`config.mk`:
```
export PLATFORM = sky130hd
export DESIGN_NAME = amstep_div
export DESIGN_NICKNAME = d
export VERILOG_FILES = /design/src/sv/amstep_pkg.sv /design/src/sv/amstep_div.sv
export SDC_FILE = /design/constraint.sdc
export NUM_CORES = 1
export LEC_CHECK = 0
export BUFFER_PORTS_ARGS = -buffer_cell sky130_fd_sc_hd__buf_2
export CAP_MARGIN = 40
export CORE_AREA = 2 2 96 168
export DETAILED_ROUTE_END_ITERATION = 8
export DIE_AREA = 0 0 98 170
export PLACE_DENSITY_LB_ADDON = 0.08
export RECOVER_POWER = 25
export REMOVE_ABC_BUFFERS = 1
export SLEW_MARGIN = 10
export SYNTH_ARGS = -nofsm -noshare
export SYNTH_HDL_FRONTEND = slang
export SYNTH_SLANG_ARGS = --single-unit
export TNS_END_PERCENT = 50
```
`constraint.sdc`:
```
create_clock -name clk -period 6 [get_ports clk]
set_input_delay 0.6 -clock clk [delete_from_list [all_inputs] [get_ports clk]]
set_output_delay 0.6 -clock clk [all_outputs]
set_load 0.01 [all_outputs]
```
`src/sv/amstep_pkg.sv`:
```
`timescale 1ns / 1ps
`default_nettype none
package amstep_pkg;
  localparam int MemWords = 128;

  localparam logic [1:0] CMD_EXEC  = 2'd0;
  localparam logic [1:0] CMD_WRITE = 2'd1;
  localparam logic [1:0] CMD_READ  = 2'd2;

  localparam logic [24:0] OP_READ  = 25'd10;
  localparam logic [24:0] OP_WRITE = 25'd11;
  localparam logic [24:0] OP_LOAD  = 25'd20;
  localparam logic [24:0] OP_STORE = 25'd21;
  localparam logic [24:0] OP_ADD   = 25'd30;
  localparam logic [24:0] OP_SUB   = 25'd31;
  localparam logic [24:0] OP_DIV   = 25'd32;
  localparam logic [24:0] OP_MUL   = 25'd33;
  localparam logic [24:0] OP_JUMP  = 25'd40;
  localparam logic [24:0] OP_JNEG  = 25'd41;
  localparam logic [24:0] OP_JZ    = 25'd42;
  localparam logic [24:0] OP_HALT  = 25'd43;
  localparam logic [24:0] OP_NOT   = 25'd51;

  localparam logic signed [31:0] S32Max = 32'sh7fffffff;
  localparam logic signed [31:0] S32Min = 32'sh80000000;

  typedef struct packed {
    logic [1:0]         cmd;
    logic [6:0]         addr;
    logic signed [31:0] data;
  } in_t;

  typedef struct packed {
    logic signed [31:0] word_out;
    logic               word_out_valid;
    logic signed [31:0] acc_value;
    logic [7:0]         counter_value;
    logic               bad_address;
    logic               bad_command;
    logic               divide_by_zero;
    logic               parity_even;
    logic               halted;
  } out_t;

  function automatic logic signed [31:0] sat33(input logic signed [32:0] v);
    if (v > 33'(S32Max)) return S32Max;
    if (v < 33'(S32Min)) return S32Min;
    return v[31:0];
  endfunction
endpackage
`default_nettype wire

```
`src/sv/amstep_div.sv`:
```
`timescale 1ns / 1ps
`default_nettype none
module amstep_div (
  input  wire                clk,
  input  wire                rst,
  input  wire                go,
  input  wire signed [31:0]  num,
  input  wire signed [31:0]  den,
  output logic               done,
  output logic signed [31:0] quot
);
  localparam logic signed [31:0] S32MinL = amstep_pkg::S32Min;

  logic [31:0] q;
  logic [32:0] rem;
  logic [31:0] dv;
  logic [5:0]  cnt;
  logic        neg;
  logic        ovf;
  logic        running;
  logic [32:0] trial;

  assign trial = {rem[31:0], q[31]} - {1'b0, dv};

  always_ff @(posedge clk) begin
    done <= 1'b0;
    if (rst) begin
      running <= 1'b0;
    end else if (go) begin
      running <= 1'b1;
      cnt <= 6'd0;
      rem <= '0;
      q <= num[31] ? 32'(-num) : num;
      dv <= den[31] ? 32'(-den) : den;
      neg <= num[31] ^ den[31];
      ovf <= (num == S32MinL) && (den == -32'sd1);
    end else if (running) begin
      // restoring step, one quotient bit a cycle
      if (!trial[32]) begin
        rem <= trial;
        q <= {q[30:0], 1'b1};
      end else begin
        rem <= {rem[31:0], q[31]};
        q <= {q[30:0], 1'b0};
      end
      cnt <= cnt + 6'd1;
      if (cnt == 6'd31) begin
        running <= 1'b0;
        done <= 1'b1;
      end
    end
  end

  always_comb begin
    if (ovf) quot = amstep_pkg::S32Max;
    else if (neg) quot = 32'(-q);
    else quot = q;
  end
endmodule
`default_nettype wire

```
==> results.cfg <==
[setup_path]
path_max_fanout = 48
cp-start-kind = input port
required_ps = 5930
cp-startpoint = go
worstPathArrival_ps = 4500
r2r_slack_ps = 2080
end_kind = flop
timing.rr.start = q[31]
crit_type = in2reg

[outcome]
status = complete, but fails checks
violations = capacitance limit, slew limit

[place]
pre_cts_slack_ps = 2100
dp_hpwl_um = 16600
place.gp.congestion = 0.944
portBuffers = 99
placed_cells = 1189
post_dp_cell_area_sq_mm = 0.00900

[logic_synthesis]
ys_seq_elements = 106
synthDistinctLibCells = 59
syn_avg_cell_area_sq_um = 8.83
synth_edf_count = 104
yosys_warnings = 0
synth_area_leader_cell = edfxtp_1
synthTopCellsByCount = edfxtp_1, a21oi_1, o21ai_0, nand2_1, xor2_1
synth_area_leaders = edfxtp_1, xor2_1, a21oi_1
ys_seq_area_share_pct = 38.1
ys.flop_type = edfxtp_1
synth.cell_area_sq_mm = 0.00830
synth.most_common_cell = edfxtp_1
postSynthCellCount = 940
synth_top_area_share_pct = 37.6
synthArstFlopShare_pct = 0

[route]
routed_via_density = 6.21
drcViolationCount = 0
drtPass1Iterations = 5
detail_route.iter0.violations = 344
drtAntennaViolNets = 0
finalWirelength_um = 21800
wl_per_cell_um = 18.1
vias = 7484

[floorplanning]
die_area_sq_mm = 0.0167
die_h_um = 170
start_util_pct = 54.5
row_count = 60
pin_count = 100
core-area_sq_mm = 0.0152
die_w_um = 98

[cells_and_area]
diodes = 0
nNetsFinal = 1119
regArea_sq_mm = 0.00316
stdcell_count = 1205
multi_input_area_sq_mm = 0.00478
fill_cells = 1396
syn_to_final_growth_pct = 11.6
drive_gt1_share_pct = 13.5
fin_area_sq_mm = 0.00927

[global_route]
grt-busiest-layer = met2
grtUsageMet2_pct = 48.8
grt_start_max_net_pins = 60
grt_use_total_pct = 26.2
grt_use_met3_pct = 5.01
grt_pass1_vias = 7311
met1_usage_pct = 28.0
antenna_found_initial = 0
grt_pass1_wl_um = 35400
grt_overflow = 0

[sta]
holdWs_ps = 458
maxSlewHeadroom_pct = -64.3
finalCritPeriodShare_pct = 76.2
fmaxAchievable_ghz = 0.219
fin_tns_setup_ps = 0
maxSlewViolCount = 143
tightestPinTransition_ps = 2470
setup_viol = 0
min_period_ps = 4570
timing.final.ws_setup_ps = 1430
finalHoldViolCount = 0
clock_skew_ps = 17.2
grt_setup_unrepaired = no

[cts]
cts_resized = 0
clk_path_buf_depth = 2
cts.sink_count = 106
cts_buffers = 9
ctsHoldBuffers = 0
cts_tree = built
htreeDepth = 3
clkTransAtPathRegs_ps = 80
clk_root_buffer_cell = clkbuf_16
clkLatencyLatePin_ps = 350
postCtsSetupBuffers = 0

[hold_path]
hp-start = rst
hold_path.class = in2reg

[run]
max_cap_viol_count = 3

[power_and_ir_drop]
powerDensity_mw_per_mm2 = 244
leakagePower_nw = 3.49
vdd_drop_max_uv = 138
path summary, 6_finish.rpt:
kind                            endpoint  cells after the start
worst min-delay path             running                      2
worst max-delay path              dv[23]                      4
worst max register to register   rem[21]                     12
worst min register to register      done                      1
cells by family after synthesis:
kind of cell,Yosys count,share of synthesized area [%]
simple gates,298,18.8
compound gates,295,21.7
fa+ha+maj,38,5.82
buf+inv,97,4.39
xor+xnor,103,10.9
flops,106,38.1
mux,3,0.362
power breakdown:
group	leakage [nW]	switching, mW	internal (mW)
logic	2.34	0.436	0.293
clock network	0.139	0.294	0.291
registers	1.01	0.0428	0.901
state kept, by name, summed over array words and instances, names as in the netlist:
| signal | flops |
|---|---|
| cnt | 6 |
| neg | 1 |
| ovf | 1 |
| q | 32 |
| rem | 32 |
| running | 1 |
| done | 1 |
| dv | 32 |
layout by cell type (no fill, tap or decap), drive strengths merged, types with 14 or more instances in the layout:
master,count
nor3,14
inv,54
a21oi,97
buf,102
o21ai,92
nand4,18
nor2,61
or4,14
xnor2,41
o31ai,28
clkbuf,16
edfxtp,104
nand3,31
or3,29
ha,37
nand2,71
o41ai,15
xor2,62
per-layer routing:
layer	routed length, um	vias to the layer above
li1	-	3635
met1	8120	3529
met2	11600	259
met3	1180	61
met4	960	0
met5	0	-
layout make-up:
type | instances | share of cell area [%]
Multi-Input combinational cell | 737 | 51.6
Sequential cell | 106 | 34.1
Timing Repair Buffer | 109 | 6.60
Tap cell | 186 | 2.51
Clock buffer | 9 | 2.43
Inverter | 51 | 2.07
Clock inverter | 7 | 0.675
critical path, cell delays in order:
cell and delay, ps:
clkbuf_1 1610, inv_1 700, nor2_2 240, clkbuf_1 1300
per-stage QoR:
stage / util [%] / total power [mW]
global route: 60.8 / 2.38
floorplan: - / 1.44
finish: 60.8 / 2.26
global placement: 58.5 / 1.66
detailed placement: 59.1 / 1.68
CTS: 61.0 / 2.27
No activity file was read; power rests on OpenSTA's default activity.
